File: src/lcfc_pkg.sv
// ----------------------------------------------------------------------------
// lcfc_pkg
// Shared types and constants for the length-prefixed CRC-32 frame checker.
// ----------------------------------------------------------------------------
`default_nettype none

package lcfc_pkg;

   // header layout: 2 length bytes then 4 CRC bytes, both big-endian
   localparam logic [2:0]  HDR_BYTES    = 3'd6;
   localparam logic [2:0]  LEN_BYTES    = 3'd2;
   localparam logic [16:0] COUNT_MAX    = 17'h1FFFF;
   localparam logic [31:0] CRC_POLY     = 32'hEDB88320;
   localparam logic [31:0] CRC_INIT     = 32'hFFFFFFFF;

   // result queue sizing
   localparam int          QUEUE_DEPTH        = 4;
   localparam logic [2:0]  QUEUE_ACCEPT_LIMIT = 3'd2;

   typedef logic [1:0] queue_ptr_type;
   typedef logic [2:0] queue_count_type;

   typedef enum logic [1:0] {
      STATUS_OK           = 2'd0,
      STATUS_SHORT_HEADER = 2'd1,
      STATUS_LENGTH_SHORT = 2'd2,
      STATUS_CRC_MISMATCH = 2'd3
   } frame_status_type;

   typedef enum logic {
      KIND_PAYLOAD = 1'b0,
      KIND_STATUS  = 1'b1
   } item_kind_type;

   typedef struct packed {
      item_kind_type    item_kind;
      logic [7:0]       payload_byte;
      frame_status_type frame_status;
      logic [15:0]      declared_length;
      logic             run_last;
   } result_type;

   // results written into the queue in one cycle, in order
   typedef struct packed {
      logic [1:0] count;
      result_type first;
      result_type second;
   } push_type;

   // byte-wide reflected CRC-32 update
   function automatic logic [31:0] crc_fold(input logic [31:0] crc, input logic [7:0] data);
      logic [31:0] c;
      c = crc ^ {24'd0, data};
      for (int k = 0; k < 8; k++) begin
         if (c[0]) begin
            c = (c >> 1) ^ CRC_POLY;
         end else begin
            c = c >> 1;
         end
      end
      return c;
   endfunction

endpackage

`default_nettype wire

File: src/lcfc_req_if.sv
// ----------------------------------------------------------------------------
// lcfc_req_if
// Received byte channel: one frame byte and its end-of-frame mark per item.
// ----------------------------------------------------------------------------
`default_nettype none

interface lcfc_req_if;
   logic       valid;
   logic       ready;
   logic [7:0] data_byte;
   logic       frame_end;

   modport source (output valid, output data_byte, output frame_end, input ready);
   modport sink   (input valid, input data_byte, input frame_end, output ready);
endinterface

`default_nettype wire

File: src/lcfc_rsp_if.sv
// ----------------------------------------------------------------------------
// lcfc_rsp_if
// Result channel: payload byte items and end-of-frame status items.
// ----------------------------------------------------------------------------
`default_nettype none

interface lcfc_rsp_if;
   logic        valid;
   logic        ready;
   logic        item_kind;
   logic [7:0]  payload_byte;
   logic [1:0]  frame_status;
   logic [15:0] declared_length;
   logic        run_last;

   modport source (output valid, output item_kind, output payload_byte, output frame_status,
                   output declared_length, output run_last, input ready);
   modport sink   (input valid, input item_kind, input payload_byte, input frame_status,
                   input declared_length, input run_last, output ready);
endinterface

`default_nettype wire

File: src/lcfc_result_queue.sv
// ----------------------------------------------------------------------------
// lcfc_result_queue
// Small result queue: up to two writes and one read per cycle.
// ----------------------------------------------------------------------------
`default_nettype none

module lcfc_result_queue (
   input  wire logic                 clock,
   input  wire logic                 reset,
   input  wire lcfc_pkg::push_type   push,
   output logic                      space_ok,
   output logic                      out_valid,
   input  wire logic                 out_ready,
   output lcfc_pkg::result_type      out_item
);

   lcfc_pkg::result_type      entry_ff [lcfc_pkg::QUEUE_DEPTH];
   lcfc_pkg::queue_ptr_type   wr_ptr_ff, wr_ptr_in, wr_next_ptr;
   lcfc_pkg::queue_ptr_type   rd_ptr_ff, rd_ptr_in;
   lcfc_pkg::queue_count_type count_ff, count_in;
   logic                      pop;

   // head of queue and handshake
   assign out_valid = (count_ff != '0);
   assign out_item  = entry_ff[rd_ptr_ff];
   assign pop       = out_valid && out_ready;
   assign space_ok  = (count_ff <= lcfc_pkg::QUEUE_ACCEPT_LIMIT);

   // pointer and fill arithmetic
   always_comb begin
      wr_next_ptr = wr_ptr_ff + 2'd1;
      wr_ptr_in   = wr_ptr_ff + push.count;
      rd_ptr_in   = rd_ptr_ff + {1'b0, pop};
      count_in    = count_ff + {1'b0, push.count} - {2'b00, pop};
   end

   always_ff @(posedge clock) begin
      if (reset) begin
         wr_ptr_ff <= '0;
         rd_ptr_ff <= '0;
         count_ff  <= '0;
      end else begin
         wr_ptr_ff <= wr_ptr_in;
         rd_ptr_ff <= rd_ptr_in;
         count_ff  <= count_in;
      end
   end

   // storage, no reset needed
   always_ff @(posedge clock) begin
      if (push.count != 2'd0) begin
         entry_ff[wr_ptr_ff] <= push.first;
      end
      if (push.count == 2'd2) begin
         entry_ff[wr_next_ptr] <= push.second;
      end
   end

endmodule

`default_nettype wire

File: src/length_crc32_frame_checker_unit.sv
// ----------------------------------------------------------------------------
// length_crc32_frame_checker_unit
// Checks length-prefixed frames with a CRC-32 header field, byte by byte.
// ----------------------------------------------------------------------------
// A result is registered into the result queue when its byte is taken.
// One byte per cycle unless held off; a byte-wide CRC update sits between the
//   input handshake and a four-entry result queue read once per cycle.
// A frame-end byte that also carries payload gives two results; input is
//   held off while the queue has under two free entries.
// Reset (synchronous): frame state cleared, CRC set to all ones, queue empty.
`default_nettype none

module length_crc32_frame_checker_unit (
   input  wire logic clock,
   input  wire logic reset,
   lcfc_req_if.sink  req_ch,
   lcfc_rsp_if.source rsp_ch
);

   logic [2:0]  header_index_ff,  header_index_in;
   logic [15:0] length_value_ff,  length_value_in;
   logic [31:0] expected_crc_ff,  expected_crc_in;
   logic [31:0] running_crc_ff,   running_crc_in;
   logic [16:0] payload_count_ff, payload_count_in;

   logic [2:0]  idx_nxt;
   logic [15:0] len_nxt;
   logic [31:0] exp_nxt, crc_nxt;
   logic [16:0] cnt_nxt;
   logic        req_fire, in_header, in_length, emit_payload;
   logic        space_ok, rsp_valid;

   lcfc_pkg::frame_status_type status;
   lcfc_pkg::result_type       payload_res, status_res, out_item;
   lcfc_pkg::push_type         push;

   assign req_ch.ready = space_ok;
   assign req_fire     = req_ch.valid && space_ok;
   assign in_header    = (header_index_ff != lcfc_pkg::HDR_BYTES);
   assign in_length    = ({1'b0, length_value_ff} > payload_count_ff);
   assign emit_payload = !in_header && in_length;

   // frame state after this byte
   always_comb begin
      idx_nxt = header_index_ff;
      len_nxt = length_value_ff;
      exp_nxt = expected_crc_ff;
      crc_nxt = running_crc_ff;
      cnt_nxt = payload_count_ff;
      if (in_header) begin
         if (header_index_ff < lcfc_pkg::LEN_BYTES) begin
            len_nxt = {length_value_ff[7:0], req_ch.data_byte};
         end else begin
            exp_nxt = {expected_crc_ff[23:0], req_ch.data_byte};
         end
         idx_nxt = header_index_ff + 3'd1;
      end else begin
         if (in_length) begin
            crc_nxt = lcfc_pkg::crc_fold(running_crc_ff, req_ch.data_byte);
         end
         if (payload_count_ff != lcfc_pkg::COUNT_MAX) begin
            cnt_nxt = payload_count_ff + 17'd1;
         end
      end
   end

   // end-of-frame verdict, in priority order
   always_comb begin
      priority if (idx_nxt != lcfc_pkg::HDR_BYTES) begin
         status = lcfc_pkg::STATUS_SHORT_HEADER;
      end else if ({1'b0, len_nxt} > cnt_nxt) begin
         status = lcfc_pkg::STATUS_LENGTH_SHORT;
      end else if ((crc_nxt ^ lcfc_pkg::CRC_INIT) != exp_nxt) begin
         status = lcfc_pkg::STATUS_CRC_MISMATCH;
      end else begin
         status = lcfc_pkg::STATUS_OK;
      end
   end

   // result items for this byte
   always_comb begin
      payload_res.item_kind       = lcfc_pkg::KIND_PAYLOAD;
      payload_res.payload_byte    = req_ch.data_byte;
      payload_res.frame_status    = lcfc_pkg::STATUS_OK;
      payload_res.declared_length = length_value_ff;
      payload_res.run_last        = !req_ch.frame_end;

      status_res.item_kind        = lcfc_pkg::KIND_STATUS;
      status_res.payload_byte     = 8'd0;
      status_res.frame_status     = status;
      status_res.declared_length  = (status == lcfc_pkg::STATUS_SHORT_HEADER) ? 16'd0 : len_nxt;
      status_res.run_last         = 1'b1;

      push.count  = 2'd0;
      push.first  = payload_res;
      push.second = status_res;
      if (req_fire) begin
         unique case ({emit_payload, req_ch.frame_end})
            2'b11:   push.count = 2'd2;
            2'b10:   push.count = 2'd1;
            2'b01: begin
               push.count = 2'd1;
               push.first = status_res;
            end
            default: push.count = 2'd0;
         endcase
      end
   end

   // register update; a frame end returns to the reset state
   always_comb begin
      header_index_in  = header_index_ff;
      length_value_in  = length_value_ff;
      expected_crc_in  = expected_crc_ff;
      running_crc_in   = running_crc_ff;
      payload_count_in = payload_count_ff;
      if (req_fire) begin
         if (req_ch.frame_end) begin
            header_index_in  = '0;
            length_value_in  = '0;
            expected_crc_in  = '0;
            running_crc_in   = lcfc_pkg::CRC_INIT;
            payload_count_in = '0;
         end else begin
            header_index_in  = idx_nxt;
            length_value_in  = len_nxt;
            expected_crc_in  = exp_nxt;
            running_crc_in   = crc_nxt;
            payload_count_in = cnt_nxt;
         end
      end
   end

   always_ff @(posedge clock) begin
      if (reset) begin
         header_index_ff  <= '0;
         length_value_ff  <= '0;
         expected_crc_ff  <= '0;
         running_crc_ff   <= lcfc_pkg::CRC_INIT;
         payload_count_ff <= '0;
      end else begin
         header_index_ff  <= header_index_in;
         length_value_ff  <= length_value_in;
         expected_crc_ff  <= expected_crc_in;
         running_crc_ff   <= running_crc_in;
         payload_count_ff <= payload_count_in;
      end
   end

   // result queue
   lcfc_result_queue u_queue (
      .clock     (clock),
      .reset     (reset),
      .push      (push),
      .space_ok  (space_ok),
      .out_valid (rsp_valid),
      .out_ready (rsp_ch.ready),
      .out_item  (out_item)
   );

   assign rsp_ch.valid           = rsp_valid;
   assign rsp_ch.item_kind       = out_item.item_kind;
   assign rsp_ch.payload_byte    = out_item.payload_byte;
   assign rsp_ch.frame_status    = out_item.frame_status;
   assign rsp_ch.declared_length = out_item.declared_length;
   assign rsp_ch.run_last        = out_item.run_last;

   // checks
   a_index_range: assert property (@(posedge clock) disable iff (reset)
      header_index_ff <= lcfc_pkg::HDR_BYTES)
      else $error("header index beyond header length");

   a_count_after_header: assert property (@(posedge clock) disable iff (reset)
      (payload_count_ff != '0) |-> (header_index_ff == lcfc_pkg::HDR_BYTES))
      else $error("payload counted before header complete");

   a_end_restarts: assert property (@(posedge clock) disable iff (reset)
      (req_fire && req_ch.frame_end) |=>
         (header_index_ff == '0 && running_crc_ff == lcfc_pkg::CRC_INIT))
      else $error("frame state not restarted after frame end");

   a_end_gives_status: assert property (@(posedge clock) disable iff (reset)
      (req_fire && req_ch.frame_end) |=> rsp_ch.valid)
      else $error("no result pending after frame end");

endmodule

`default_nettype wire

File: src/flat_wrapper.sv
// flat-port wrapper written by rule: the top's interface ports become plain ports
module length_crc32_frame_checker_unit_flat 
  (clock, reset, req_ch_valid, req_ch_data_byte, req_ch_frame_end, req_ch_ready, rsp_ch_valid, rsp_ch_item_kind, rsp_ch_payload_byte, rsp_ch_frame_status, rsp_ch_declared_length, rsp_ch_run_last, rsp_ch_ready);
  lcfc_req_if req_ch_i ();
  lcfc_rsp_if rsp_ch_i ();
  input  wire logic clock;
  input  wire logic reset;
  input wire logic [$bits(req_ch_i.valid)-1:0] req_ch_valid;
  input wire logic [$bits(req_ch_i.data_byte)-1:0] req_ch_data_byte;
  input wire logic [$bits(req_ch_i.frame_end)-1:0] req_ch_frame_end;
  output wire logic [$bits(req_ch_i.ready)-1:0] req_ch_ready;
  output wire logic [$bits(rsp_ch_i.valid)-1:0] rsp_ch_valid;
  output wire logic [$bits(rsp_ch_i.item_kind)-1:0] rsp_ch_item_kind;
  output wire logic [$bits(rsp_ch_i.payload_byte)-1:0] rsp_ch_payload_byte;
  output wire logic [$bits(rsp_ch_i.frame_status)-1:0] rsp_ch_frame_status;
  output wire logic [$bits(rsp_ch_i.declared_length)-1:0] rsp_ch_declared_length;
  output wire logic [$bits(rsp_ch_i.run_last)-1:0] rsp_ch_run_last;
  input wire logic [$bits(rsp_ch_i.ready)-1:0] rsp_ch_ready;
  assign req_ch_i.valid = req_ch_valid;
  assign req_ch_i.data_byte = req_ch_data_byte;
  assign req_ch_i.frame_end = req_ch_frame_end;
  assign req_ch_ready = req_ch_i.ready;
  assign rsp_ch_valid = rsp_ch_i.valid;
  assign rsp_ch_item_kind = rsp_ch_i.item_kind;
  assign rsp_ch_payload_byte = rsp_ch_i.payload_byte;
  assign rsp_ch_frame_status = rsp_ch_i.frame_status;
  assign rsp_ch_declared_length = rsp_ch_i.declared_length;
  assign rsp_ch_run_last = rsp_ch_i.run_last;
  assign rsp_ch_i.ready = rsp_ch_ready;
  length_crc32_frame_checker_unit u_core (.clock(clock), .reset(reset), .req_ch(req_ch_i), .rsp_ch(rsp_ch_i));
endmodule
File: config.mk
export PLATFORM = sky130hd
export DESIGN_NAME = length_crc32_frame_checker_unit_flat
export DESIGN_NICKNAME = d
export VERILOG_FILES = /design/src/lcfc_pkg.sv /design/src/lcfc_req_if.sv /design/src/lcfc_rsp_if.sv /design/src/lcfc_result_queue.sv /design/src/length_crc32_frame_checker_unit.sv /design/src/flat_wrapper.sv
export SDC_FILE = /design/constraint.sdc
export NUM_CORES = 1
export LEC_CHECK = 0
export BUFFER_PORTS_ARGS = -buffer_cell sky130_fd_sc_hd__buf_2
export CAP_MARGIN = 15
export CORE_MARGIN = 2
export CORE_UTILIZATION = 40
export CTS_CLUSTER_DIAMETER = 50
export DETAILED_ROUTE_END_ITERATION = 8
export GPL_TIMING_DRIVEN = 0
export HOLD_SLACK_MARGIN = 0.12
export PLACE_DENSITY_LB_ADDON = 0.3
export SYNTH_ARGS = -nofsm -noshare
export SYNTH_HDL_FRONTEND = slang
export SYNTH_HIERARCHICAL = 1
export SYNTH_SLANG_ARGS = --single-unit
File: constraint.sdc
create_clock -name clock -period 7.5 [get_ports clock]
set_clock_uncertainty 0.1 [all_clocks]
set_input_delay 1.875 -clock clock [delete_from_list [all_inputs] [get_ports clock]]
set_output_delay 1.875 -clock clock [all_outputs]
set_load 0.05 [all_outputs]
==> metrics.md <==
| Metric | Value |
|---|---|
| Clock Sinks | about 220 |
| Pwr per Cell Area | about 240 nW/um^2 |
| CP required | slightly below 8 ns |
| Gate power share | between 20% and 30% |
| Worst path arrival time | a little under 6 ns |
| Post-synth EDFFs | approximately 110 |
| Critical R2R Capture | u_core/u_queue/entry_ff[0][18]$_DFFE_PP_ |
| Crit share post-route | 75.0% |
| Unrepaired setup endpoints after global routing | false |
| Initial antenna violation count | 0 |
| Reg2reg path depth | 17 |
| LEAKAGE | between 5 and 6 nW |
| Sum Neg Setup Slack | 0 ns |
| Hold path startpoint | u_core/running_crc_ff[26]$_SDFFE_PP1P_ |
| Netlist cell types | 78 |
| Average wire per standard cell | around 21 microns |
| Slew Limit Fails | 0 |
| Clk pin slew, worst setup/hold paths | ~0.06 ns |
| Port Buf Inserts | 41 |
| Setup ws final | 1.87 ns |
| Core area | around 33000 sq um |
| 1st-iter DRT viols | just over 600 |
| Site Rows | 67 |
| Clock latency on the worst-skew pair | 0.58 ns |
| Worst-margin pin slew | between 0.8 and 0.9 ns |
| Setup WS pre-CTS | between 1 and 1.5 ns |
| Worst VDD drop | approximately 0.17 mV |
| Largest net degree at the start of global routing | 23 |
| Final Hold Fails | 0 |
| Status | finished, final reports clean |
| Flop pwr share | between 30% and 40% |
| FF+latch count, synth | 219 |
| GP Congestion | approximately 0.94 |
| Worst Setup Start Kind | input pin |
| Kind of critical path | input pin to flop |
| Vias | about 9400 |
| Drt drc | 0 |
| Crit. End Element | flop |
| Syn Inst Count | around 1200 |
| Post-synth ARST share | 0% |
| GRT Util Overall | 20.4% |
| Switching part of the total | about 32% |
| Clk root buf | clkbuf_16 |
| Layout fillers | roughly 3100 |
| Register area | between 5000 and 6000 sq um |
| Crit path max fanout | 9 |
| Final setup viols | 0 |
| Grt ovf | 0 |
| Hpwl dp | roughly 26000 microns |
| Antenna diode count | 0 |
| Total CTS buffers | 28 |
| Reg2Reg Setup Slack | 2.18 ns |
| NetSw | between 0.001 and 0.0015 W |
| Post-CTS Hold Fix Bufs | 0 |
| Commonest cells after routing, fill and taps aside | mux2_2, edfxtp_1, dfxtp_1, nor2_1, xnor2_1 |
| Die H | roughly 190 microns |
| Worst min path class | flop to flop |
| Syn Area/Cell | approximately 12 sq um |
| Pre-Repair DR Iteration Count | 5 |
| PostCTS Resize Cnt | 0 |
| Die Wd | approximately 190 microns |
| Min-Delay Endpoint | u_core/running_crc_ff[26]$_SDFFE_PP1P_ |
| Maxcap violations | 0 |
| Number of global-route vias before repair | ~9400 |
| Final-stage net count | about 1300 |
| Ports | 43 |
| Initial Util | between 40% and 50% |
| Max-slew headroom | 43.4% |
| Worst hold path cell count | 2 |
| FF-to-FF Start | u_core/header_index_ff[1]$_SDFFE_PP0P_ |
| Yosys Warn Count | 6 |
| DRT Wirelength | approximately 36000 microns |
| Max frequency | between 150 and 200 MHz |
| Synthesis-to-finish area growth | 14.9% |
| H-tree Lvls | 1 |
| Int Power | between 0.002 and 0.0025 W |
| Most used DFF post-synth | edfxtp_1 |
| Clock Power Share | approximately 37% |
| Share of cells above drive strength 1 | between 20% and 30% |
| TritonCTS clock tree | yes |
| CP startpoint | req_ch_data_byte[7] |
| Post-CTS setup buffers | 0 |
| Clock buffer depth | 3 |
| Final total power | around 0.0036 W |
| Seq/Total Area, Yosys | a little over 40% |
| Final ANT Viol Nets | 0 |
| Syn Std Cell Area | approximately 13000 sq um |
| Period minus WS final | 5.63 ns |
| First-pass GRT wire length | around 56000 microns |
| Multi-input gate area in the final layout | 7600 sq um |
| Via/cell ratio | approximately 5.4 |
| Die ar. | between 30000 and 40000 sq um |
## area by class of cell
cell class / count / area share (%)
plain buffers: 64 / 2.39
clock buffers: 39 / 5.07
clock inverters: 13 / 1.10
inverters: 31 / 0.755
multi-input cells: 879 / 49.3
flip-flops and latches: 219 / 35.7
well taps: 448 / 3.64
repair buffers: 45 / 2.00
## per-stage QoR
stage | hold slack (ns) | util, % | area [sq um] | std cells
2_1_floorplan | 0.338 | - | 13600 | 1193
3_3_place_gp | 0.360 | 43.0 | 14300 | 1682
3_5_place_dp | 0.357 | 43.5 | 14500 | 1686
4_1_cts | 0.371 | 46.3 | 15400 | 1738
5_1_grt | 0.389 | 46.3 | 15400 | 1738
6_report | 0.365 | 46.3 | 15400 | 1738
## power groups by stage
stage / clock [W] / combinational, W / sequential (W)
after floorplan: 0 / 0.000721 / 0.00136
after global placement: 0 / 0.000928 / 0.00137
after detailed placement: 0 / 0.000946 / 0.00137
after CTS: 0.00139 / 0.000951 / 0.00134
after global routing: 0.00144 / 0.00101 / 0.00135
final: 0.00136 / 0.000946 / 0.00134
## critical path, cell delays in order
cell	delay [ns]
buf_2	0.20
xnor2_4	0.43
xor2_4	0.48
xor2_2	0.42
xor3_1	0.43
a2111oi_2	0.39
a21oi_1	0.13
o41ai_1	0.44
nand4_1	0.28
nor3b_1	0.32
nor3_1	0.14
mux2_2	0.30
## cell usage after synthesis (7+ instances only)
cell type / n / area (sq um)
mux4_2: 28 / 631
xor2_1: 26 / 228
a21oi_1: 46 / 230
and2_1: 24 / 150
inv_1: 30 / 113
nor3_1: 14 / 70.1
nand2b_1: 30 / 188
edfxtp_1: 112 / 3360
mux2_2: 112 / 1260
nand3_1: 19 / 95.1
a22oi_1: 52 / 390
nand2_1: 29 / 109
nand4_1: 13 / 81.3
o22ai_1: 28 / 175
ha_1: 40 / 500
nor2b_1: 9 / 56.3
and3_1: 8 / 50.1
xnor2_2: 7 / 114
nor2_1: 102 / 383
clkbuf_1: 39 / 146
dfxtp_1: 107 / 2140
xnor2_1: 80 / 701
mux2_4: 40 / 601
mux2i_1: 29 / 290
o21ai_0: 17 / 85.1
buf_6: 7 / 78.8
## registers in the layout (all words and copies together) (netlist names)
name	cells
u_core/expected_crc_ff	32
u_core/header_index_ff	3
u_core/length_value_ff	16
u_core/payload_count_ff	17
u_core/running_crc_ff	32
u_core/u_queue/count_ff	3
u_core/u_queue/entry_ff	112
u_core/u_queue/rd_ptr_ff	2
u_core/u_queue/wr_ptr_ff	2
## cells by family after synthesis
| group | after synthesis | share of synthesized area [%] |
|---|---|---|
| xor gates and xnor gates | 131 | 11.0 |
| muxes | 210 | 20.8 |
| buffers and inverters | 95 | 3.62 |
| AOI/OAI and AO/OA | 183 | 9.15 |
| adders and majority gates | 41 | 3.88 |
| DFF | 219 | 41.0 |
| other | 2 | 0.0560 |
| and+or+nand+nor | 274 | 10.4 |
## worst max path at each step
| stage | slack (ns) | cells after the start | endpoint |
|---|---|---|---|
| after floorplan | 2.36 | 6 | u_core/u_queue/entry_ff[2][0]$_DFFE_PP_ |
| after global placement | 0.59 | 7 | u_core/u_queue/entry_ff[2][11]$_DFFE_PP_ |
| after detailed placement | 1.37 | 12 | u_core/u_queue/entry_ff[3][18]$_DFFE_PP_ |
| after CTS | 1.95 | 12 | u_core/u_queue/entry_ff[0][18]$_DFFE_PP_ |
| after global routing | 1.65 | 12 | u_core/u_queue/entry_ff[0][18]$_DFFE_PP_ |
| final | 1.87 | 12 | u_core/u_queue/entry_ff[0][18]$_DFFE_PP_ |
## metal layers
metal	GRT usage, %	share of wire (%)	up-vias
met4	5.49	2.6	0
met1	27.1	44	4647
met5	0	0	-
li1	-	-	4464
met3	2.72	4.5	58
met2	35.1	49	268
No activity file was read; power rests on OpenSTA's default activity.
